<file path="config.mk">
export PLATFORM = sky130hd
export DESIGN_NAME = length_checked_packet_deframer_unit
export DESIGN_NICKNAME = d
export VERILOG_FILES = /design/src/hw/rtl/lcpd_pkg.sv /design/src/hw/rtl/length_checked_packet_deframer_unit.sv
export VERILOG_INCLUDE_DIRS = /design/src /design/src/hw/rtl
export SDC_FILE = /design/constraint.sdc
export NUM_CORES = 1
export LEC_CHECK = 0
export BUFFER_PORTS_ARGS = -buffer_cell sky130_fd_sc_hd__buf_2
export CAP_MARGIN = 5
export CORE_MARGIN = 1.5
export CORE_UTILIZATION = 45
export CTS_CLUSTER_SIZE = 30
export DETAILED_ROUTE_END_ITERATION = 10
export PLACE_DENSITY = 0.71
export SLEW_MARGIN = 20
export SYNTH_ARGS = -nofsm -noshare
export SYNTH_HDL_FRONTEND = slang
export SYNTH_SLANG_ARGS = --single-unit
</file>
<file path="constraint.sdc">
create_clock -name clk -period 6.4 [get_ports clk]
set_input_delay 0.64 -clock clk [delete_from_list [all_inputs] [get_ports clk]]
set_output_delay 0.64 -clock clk [all_outputs]
set_load 0.02 [all_outputs]
</file>
<file path="src/hw/rtl/length_checked_packet_deframer_unit_macros.svh">
//------------------------------------------------------------------------------
// Assertion macros for the packet deframer
// Shared concurrent assertion forms, clocked on clk and disabled in reset.
//------------------------------------------------------------------------------
`ifndef LENGTH_CHECKED_PACKET_DEFRAMER_UNIT_MACROS_SVH
`define LENGTH_CHECKED_PACKET_DEFRAMER_UNIT_MACROS_SVH

// Same-cycle implication
`define LCPD_ASSERT_SAME(label, ante, cons) \
	label: assert property (@(posedge clk) disable iff (!arst_n) (ante) |-> (cons)) \
		else $error("lcpd assertion failed");

// Next-cycle implication
`define LCPD_ASSERT_NEXT(label, ante, cons) \
	label: assert property (@(posedge clk) disable iff (!arst_n) (ante) |=> (cons)) \
		else $error("lcpd assertion failed");

`endif

</file>
<file path="src/hw/rtl/lcpd_pkg.sv">
//------------------------------------------------------------------------------
// Packet deframer package
// Widths and header constants for the length-checked packet deframer.
//------------------------------------------------------------------------------
`default_nettype none

package lcpd_pkg;

	localparam int unsigned BYTE_W = 8;

	// length plus check must equal this for a good header
	localparam logic [BYTE_W:0] HDR_SUM = 9'd255;

	typedef logic [BYTE_W-1:0] byte_t;

	// one result transaction
	typedef struct packed {
		byte_t pkt_type;
		byte_t pkt_code;
		byte_t pkt_length;
		byte_t byte_index;
		byte_t payload_byte;
		logic  empty_packet;
		logic  last;
	} result_t;

endpackage

`default_nettype wire

</file>
<file path="src/hw/rtl/length_checked_packet_deframer_unit.sv">
//------------------------------------------------------------------------------
// Length-checked packet deframer
// Hunts for a preamble byte, checks a type/code/length/check header and
// streams the payload bytes out tagged with header fields and position.
//------------------------------------------------------------------------------
// The block takes one received byte per cycle while its result slot is free;
// while a result waits for out_ready, the registered byte and the input stall.
// A byte is registered on acceptance; the framing state machine then updates
// and, if the byte yields a result, loads the output register.
// Each byte needs a single phase update, which sets the one-byte-per-cycle
// rate. Bytes that do not match the preamble while hunting, header bytes, and
// headers whose length plus check is not 255 produce no result. A header with
// length zero gives one result flagged empty and last. The preamble register
// should be written only while no bytes are in flight.
`default_nettype none

module length_checked_packet_deframer_unit (
	input  wire logic                  clk,
	input  wire logic                  arst_n,
	// configuration write
	input  wire logic                  cfg_valid,
	output logic                       cfg_ready,
	input  wire lcpd_pkg::byte_t       cfg_data,
	// received byte
	input  wire logic                  in_valid,
	output logic                       in_ready,
	input  wire lcpd_pkg::byte_t       rx_byte,
	// result
	output logic                       out_valid,
	input  wire logic                  out_ready,
	output lcpd_pkg::byte_t            pkt_type,
	output lcpd_pkg::byte_t            pkt_code,
	output lcpd_pkg::byte_t            pkt_length,
	output lcpd_pkg::byte_t            byte_index,
	output lcpd_pkg::byte_t            payload_byte,
	output logic                       empty_packet,
	output logic                       last
);

	typedef enum logic [2:0] {
		PH_HUNT   = 3'd0,
		PH_TYPE   = 3'd1,
		PH_CODE   = 3'd2,
		PH_LENGTH = 3'd3,
		PH_CHECK  = 3'd4,
		PH_DATA   = 3'd5
	} phase_t;

	phase_t              phase_q;
	lcpd_pkg::byte_t     preamble_q;
	lcpd_pkg::byte_t     held_type_q;
	lcpd_pkg::byte_t     held_code_q;
	lcpd_pkg::byte_t     held_length_q;
	lcpd_pkg::byte_t     received_count_q;
	lcpd_pkg::result_t   result_q;
	logic                out_valid_q;

	logic                valid_s1;
	lcpd_pkg::byte_t     byte_s1;

	logic                slot_free;
	logic                proc_fire;
	logic                proc_emit;
	logic [lcpd_pkg::BYTE_W:0] hdr_sum;
	logic                hdr_ok;
	lcpd_pkg::byte_t     count_inc;
	logic                data_fin;

	// configuration is always accepted
	assign cfg_ready = 1'b1;

	always_ff @(posedge clk or negedge arst_n) begin
		if (!arst_n) begin
			preamble_q <= '0;
		end else if (cfg_valid && cfg_ready) begin
			preamble_q <= cfg_data;
		end
	end

	// handshake: byte in stage 1 is processed when the result slot is free
	assign slot_free = !out_valid_q || out_ready;
	assign proc_fire = valid_s1 && slot_free;
	assign in_ready  = !valid_s1 || proc_fire;

	// input register
	always_ff @(posedge clk or negedge arst_n) begin
		if (!arst_n) begin
			valid_s1 <= 1'b0;
			byte_s1  <= '0;
		end else if (in_ready) begin
			valid_s1 <= in_valid;
			if (in_valid) begin
				byte_s1 <= rx_byte;
			end
		end
	end

	// header check and payload position
	assign hdr_sum   = {1'b0, held_length_q} + {1'b0, byte_s1};
	assign hdr_ok    = (hdr_sum == lcpd_pkg::HDR_SUM);
	assign count_inc = received_count_q + lcpd_pkg::byte_t'(1);
	assign data_fin  = (count_inc == held_length_q);

	// a processed byte yields a result: payload byte or empty packet
	assign proc_emit = proc_fire && ((phase_q == PH_DATA) ||
		((phase_q == PH_CHECK) && hdr_ok && (held_length_q == '0)));

	// result valid flag
	always_ff @(posedge clk or negedge arst_n) begin
		if (!arst_n) begin
			out_valid_q <= 1'b0;
		end else if (proc_emit) begin
			out_valid_q <= 1'b1;
		end else if (out_ready) begin
			out_valid_q <= 1'b0;
		end
	end

	// framing state machine and result register
	always_ff @(posedge clk or negedge arst_n) begin
		if (!arst_n) begin
			phase_q          <= PH_HUNT;
			held_type_q      <= '0;
			held_code_q      <= '0;
			held_length_q    <= '0;
			received_count_q <= '0;
			result_q         <= '0;
		end else begin
			if (proc_fire) begin
				unique case (phase_q)
					PH_TYPE: begin
						held_type_q <= byte_s1;
						phase_q     <= PH_CODE;
					end
					PH_CODE: begin
						held_code_q <= byte_s1;
						phase_q     <= PH_LENGTH;
					end
					PH_LENGTH: begin
						held_length_q <= byte_s1;
						phase_q       <= PH_CHECK;
					end
					PH_CHECK: begin
						if (!hdr_ok) begin
							phase_q <= PH_HUNT;
						end else if (held_length_q == '0) begin
							// empty packet: one flagged result
							phase_q               <= PH_HUNT;
							result_q.pkt_type     <= held_type_q;
							result_q.pkt_code     <= held_code_q;
							result_q.pkt_length   <= held_length_q;
							result_q.byte_index   <= '0;
							result_q.payload_byte <= '0;
							result_q.empty_packet <= 1'b1;
							result_q.last         <= 1'b1;
						end else begin
							received_count_q <= '0;
							phase_q          <= PH_DATA;
						end
					end
					PH_DATA: begin
						received_count_q      <= count_inc;
						if (data_fin) begin
							phase_q <= PH_HUNT;
						end
						result_q.pkt_type     <= held_type_q;
						result_q.pkt_code     <= held_code_q;
						result_q.pkt_length   <= held_length_q;
						result_q.byte_index   <= received_count_q;
						result_q.payload_byte <= byte_s1;
						result_q.empty_packet <= 1'b0;
						result_q.last         <= data_fin;
					end
					default: begin
						// hunting; unused codes behave the same
						phase_q <= (byte_s1 == preamble_q) ? PH_TYPE : PH_HUNT;
					end
				endcase
			end
		end
	end

	// result outputs
	assign out_valid    = out_valid_q;
	assign pkt_type     = result_q.pkt_type;
	assign pkt_code     = result_q.pkt_code;
	assign pkt_length   = result_q.pkt_length;
	assign byte_index   = result_q.byte_index;
	assign payload_byte = result_q.payload_byte;
	assign empty_packet = result_q.empty_packet;
	assign last         = result_q.last;

	// checks
`include "length_checked_packet_deframer_unit_macros.svh"

	`LCPD_ASSERT_SAME(a_empty_is_last, out_valid && empty_packet, last && (pkt_length == '0))
	`LCPD_ASSERT_SAME(a_last_at_end, out_valid && last && !empty_packet,
		(byte_index + 8'd1) == pkt_length)
	`LCPD_ASSERT_SAME(a_data_nonzero_len, phase_q == PH_DATA, held_length_q != '0)
	`LCPD_ASSERT_NEXT(a_bad_hdr_resync, proc_fire && (phase_q == PH_CHECK) && !hdr_ok,
		phase_q == PH_HUNT)

endmodule

`default_nettype wire

</file>
# Word level (Yosys, flattened, before mapping)
# Cells that the tools add are included.
[totals]
ff_bits = 95
latchBits = 0
ramBits = 0
mem_bits_ro = 0
in_bits = 21
output_inout_bits = 45
word_cells = 62
mem_count = 0
[op_classes]
n_addsub = 2
mul = 0
div_mod_pow = 0
order_cmp = 0
n_eq_ne = 12
n_shift = 0
mux = 13
bitwise_logic = 0
reduce_logical = 19
[ops]
columns = ["op", "count"]
rows = [
  ["$mux W42", 2],
  ["$pmux W42 S2", 1],
  ["$eq A8 B8 Y1", 2],
  ["$mux W8", 2],
  ["$pmux W8 S2", 1],
  ["$pmux W3 S5", 1],
  ["$reduce_and A2 Y1", 5],
  ["$add A8 B8 Y9", 1],
  ["$eq A9 B8 Y1 const B", 1],
  ["$mux W3", 3],
  ["$add A8 B1 Y8 const B", 1],
  ["$logic_not A8 Y1", 1],
  ["$reduce_and A4 Y1", 2],
  ["$eq A3 B2 Y1 const B", 2],
  ["$eq A3 B3 Y1 const B", 2],
  ["$ne A2 B2 Y1 const B", 3],
  ["$logic_and A1 B1 Y1", 4],
  ["$reduce_bool A2 Y1", 2],
  ["$eq A3 B1 Y1 const B", 1],
  ["$logic_or A1 B1 Y1", 3],
  ["$mux W1", 3],
  ["$logic_not A1 Y1", 2],
  ["$ne A2 B1 Y1 const B", 1],
]

# Logic depth before layout (Yosys ltp)
[logic_depth]
depth_word = 7
ltp_mapped = 11
depth_no_buf = 9

# Worst setup path before layout
# OpenSTA, ideal clock, no wires.
[synth_path]
path_type = "flip-flop to flip-flop"
start = "reg byte_s1[0]"
end = "reg, netlist name byte_index[0]"
setup_ns = 0.130
arrival_ns = 2.306
required_time_ns = 6.270
slack_ns = 3.964
path_stages_with_launch = 11
path_buffers = 1
period_less_slack_ns = 2.436
path_cell_list = "dfrtp_1 -> ha_1 -> inv_1 -> fa_1 -> nor2_1 -> nand3_1 -> a2111oi_2 -> nand3_1 -> nor2_2 -> clkbuf_2 -> o21ai_0"
[synth_via]
elab_chain_cells = 4
[synth_rtl]
columns = ["element", "line_no", "text"]
rows = [
  ["start: declaration", "length_checked_packet_deframer_unit.sv:59", "lcpd_pkg::byte_t byte_s1;"],
  ["start signal: assignment", "length_checked_packet_deframer_unit.sv:93", "byte_s1 <= rx_byte;"],
  ["$add A8 B8 Y9", "length_checked_packet_deframer_unit.sv:99", "assign hdr_sum = {1'b0, held_length_q} + {1'b0, byte_s1};"],
  ["$eq A9 B8 Y1", "length_checked_packet_deframer_unit.sv:100", "assign hdr_ok = (hdr_sum == lcpd_pkg::HDR_SUM);"],
  ["$ne A2 B2 Y1 (no line)", "--", ""],
  ["$reduce_and A4 Y1 (no line)", "--", ""],
]
# Every way passes these cells.
# A chain may end at the register's enable or synchronous reset.

# Final worst setup path
[layout_path]
start = "reg byte_s1[0]"
end = "reg, netlist name byte_index[3]"
[layout_via]
elab_chain_cells = 4
[layout_rtl]
columns = ["element", "line_no"]
rows = [
  ["$add A8 B8 Y9", "length_checked_packet_deframer_unit.sv:99"],
  ["$eq A9 B8 Y1", "length_checked_packet_deframer_unit.sv:100"],
  ["$ne A2 B2 Y1 (no line)", "--"],
  ["$reduce_and A4 Y1 (no line)", "--"],
]
# Every way passes these cells.

==> results.md <==
- Per-cell via count in the routed design: slightly below 6
- Arrival time reported for the critical path endpoint: between 3 and 4 ns
- Dominant combinational cell family by area after synthesis: simple AND/OR/NAND/NOR gates
- CP top delay family: simple AND/OR/NAND/NOR gates
- Vertical die dimension: about 110 um
- Number of top-level pins: 66
- Top cell by count, worst path: nand3_1
- Final slew viol count: 0
- TritonCTS Buffers: 9
- Count of H-tree levels built during CTS: 3
- Global-route wire length before repair: ~20000 um
- Later-pin clock latency in the skew report: 0.38 ns
- Count of different cell masters after synthesis: between 50 and 60
- Post-CTS setup buffer count: 0
- Hold-fix buffer count after cts: 0
- Max-cap check violation count: 0
- Period Utilization, post-route: between 50% and 60%
- Synth Area in Adders: 2.684%
- Grt total ovfl: 0
- Commonest cells after routing, fill and taps aside: dfrtp_1 (95), nand2_1 (77), buf_2 (63)
- Leakage power of the design: approximately 2.3 nW
- Antenna violations before repair: 0
- Post-synthesis xor/xnor area fraction: around 3.7%
- Clk sinks: between 90 and 100
- Die Area: ~12000 um2
- CP cell instances: ha_1 -> inv_1 -> fa_1 -> nor2_1 -> nand3_1 -> a2111oi_2 -> nand3_1 -> nor2_2 -> buf_4 -> o21ai_0
- Synth async-reset ratio: 100.0%
- Critical Path Sink Type: flip-flop
- Final worst clock skew: approximately 0.015 ns
- Number of global-route vias before repair: about 3900
- Area added between synthesis and finish: 11.34%
- Post-synth EDFFs: 0
- Root Driver: clkbuf_8
- Number of instances resized during post-cts repair: 0
- Layout Nets: roughly 570
- Highest Clock Rate: about 300 MHz
- Measured slew at the worst slew-check pin: approximately 0.8 ns
- Placeable core region: roughly 11000 um2
- Worst VDD drop: between 0.00015 and 0.0002 V
- WL final: 11840 um
- Slowest Stage Delay on Critical Path: approximately 0.66 ns
- Port Buf Inserts: between 60 and 70
- Clk slew on worst S/H paths: 0.10 ns
- Top_reg_cell synth: dfrtp_1
- HP Class: input port to asynchronous set/reset pin
- TritonCTS clock tree: built
- Global placement routability congestion: ~0.88
- Endpoints failing setup: 0
- Worst slew margin: between 40% and 50%
- Most common cell after layout, fill and taps aside: dfrtp_1
- Buf/Inv on CP: 2
- WL per Instance: 17.36 um
- Synthesized flop and latch total: 95
- Library cell contributing the largest single delay on the critical path: nor2_2
- Starting utilization of the core area: 45.78%
- Complex-gate fraction of the synthesized area: 15.12%
- Cell count after synthesis: approximately 490
- Multiplexer fraction of the synthesized cell area: roughly 8.9%
- Sum of negative setup slack: 0 ns
- GR Util All Layers: 22.02%
- Net count after synthesis: 522
- Run status: completed
- Number of design-rule violations left by the first detailed-router iteration: between 150 and 200
- Residual DRC count: 0
- Minimum period implied by the final worst setup slack: about 3.4 ns
- Worst setup path class: flip-flop to flip-flop
- Pwr per Cell Area: 451.7 nW/um2
- Horizontal die dimension: 107.8 um
- Fill cell total of the finished layout: approximately 960
- Largest fanout on the critical path: 22
- Detail Placement HPWL: 8227 um
- Post-Synth Simple-Gate Area: between 10% and 20%
- Post-route ant nets: 0
- Required @ worst endpoint: between 6 and 7 ns
- Detailed Routing Iterations Pass 1: 4
- Count of vias placed by the detailed router: approximately 4000
- Ant diodes: 0
- Final-report hold violation count: 0
- Synth Warn #: 0
- Syn Std Cell Area: 4941 um2
- Standard-cell rows: 38
- Bufs on Longest Clock Path: 2
- Average footprint of a synthesized cell: slightly above 10 um2
- Maximum number of pins on one net before global-route repair: 54
- Sequential-to-total area share from yosys stat: 48.11%
- Share of final-layout standard cells stronger than drive strength 1: between 20% and 30%
- Overall Power: roughly 2.5 mW
- Startpoint type of the worst setup path: flip-flop
- Setup repair after global routing missed its margin: false
## worst reg2reg max path, delay by kind of cell (launching register included)
family	cells	cell delay (ns)
fa+ha+maj	2	0.65
flops	1	0.50
compound gates	2	0.51
buf+inv	2	0.46
simple gates	4	1.15
## cells by family (layout without fill, tap and decap cells)
| family | after synthesis | after routing |
|---|---|---|
| compound gates | 116 | 116 |
| xor+xnor | 21 | 21 |
| simple gates | 167 | 167 |
| flops | 95 | 95 |
| buf+inv | 42 | 93 |
| other cells | 1 | 1 |
| mux | 39 | 39 |
| fa+ha+maj | 10 | 10 |
## path summary, 6_finish.rpt
path / startpoint / endpoint / slack [ns] / cells past startpoint
setup / recovery: byte_s1[0] / byte_index[3] / 3.01 / 10
hold / removal: arst_n / held_length_q[0] / 0.23 / 1
setup reg to reg: byte_s1[0] / byte_index[3] / 3.01 / 10
hold reg to reg: held_code_q[1] / held_code_q[1] / 0.51 / 2
max in group asynchronous: arst_n / pkt_code[7] / 5.10 / 2
min in group clk: rx_byte[6] / byte_s1[6] / 0.48 / 2
## registers in the layout (all words and copies together) (netlist names), 3 cells and up
signal / count
preamble_q: 8
payload_byte: 8
held_length_q: 8
held_type_q: 8
byte_s1: 8
pkt_length: 8
byte_index: 8
held_code_q: 8
pkt_code: 8
pkt_type: 8
phase_q: 3
received_count_q: 8
## final cells by class
type | count | area, um2 | area share (%)
clock buffers | 10 | 127.6 | 2.320
clock inverters | 5 | 58.81 | 1.069
inverters | 9 | 33.78 | 0.6141
multi-input cells | 354 | 2369 | 43.05
flip-flops and latches | 95 | 2377 | 43.21
well taps | 140 | 175.2 | 3.184
repair buffers | 69 | 360.3 | 6.550
## power breakdown
| part | leakage [nW] | switching [mW] | internal (mW) |
|---|---|---|---|
| clock | 0.0888 | 0.211 | 0.179 |
| sequential | 1.11 | 0.246 | 0.834 |
| combinational | 1.11 | 0.593 | 0.422 |
## metrics by stage
step	utilization (%)	worst slack (ns)	instance area (um2)	cells	hold WS, ns
final	50.97	3.011	5502	682	0.2278
after global routing	50.97	2.708	5502	682	0.2735
after CTS	50.97	2.976	5502	682	0.2457
after detailed placement	49.25	2.990	5315	667	0.4931
after global placement	49.25	3.132	5315	667	0.4974
after floorplan	-	3.964	4941	491	0.3444
## layer usage
metal	vias up	part of all wire (%)	wire length (um)	global-route usage [%]
li1	1868	-	-	-
met1	1988	46	5485	30.09
met2	112	46	5484	34.30
met3	16	5.2	613	4.540
met4	0	2.1	253	8.835
met5	-	0	0	0
## synth_stat cells, types with 2 or more instances
library cell | n | share of area, %
dfrtp_1 | 95 | 48
nand2_1 | 77 | 5.8
mux2_2 | 38 | 8.7
o21ai_0 | 29 | 2.9
o211ai_1 | 24 | 3.6
a21oi_1 | 23 | 2.3
nand4_1 | 19 | 2.4
and3_1 | 18 | 2.3
a22oi_1 | 16 | 2.4
clkbuf_1 | 15 | 1.1
xnor2_1 | 15 | 2.7
nand3_1 | 10 | 1.0
buf_2 | 9 | 0.91
ha_1 | 9 | 2.3
inv_1 | 9 | 0.68
a31oi_1 | 8 | 1.0
nor3_1 | 8 | 0.81
nor2_1 | 7 | 0.53
xor2_1 | 6 | 1.1
buf_4 | 5 | 0.76
nor2b_1 | 5 | 0.63
nand2b_1 | 4 | 0.51
and2_1 | 3 | 0.38
nor4_1 | 3 | 0.38
a211o_1 | 2 | 0.35
a21o_1 | 2 | 0.30
buf_6 | 2 | 0.46
nor3_2 | 2 | 0.41
o31ai_1 | 2 | 0.30
or2_2 | 2 | 0.25
Note: power is estimated with default switching activity, not from simulation.
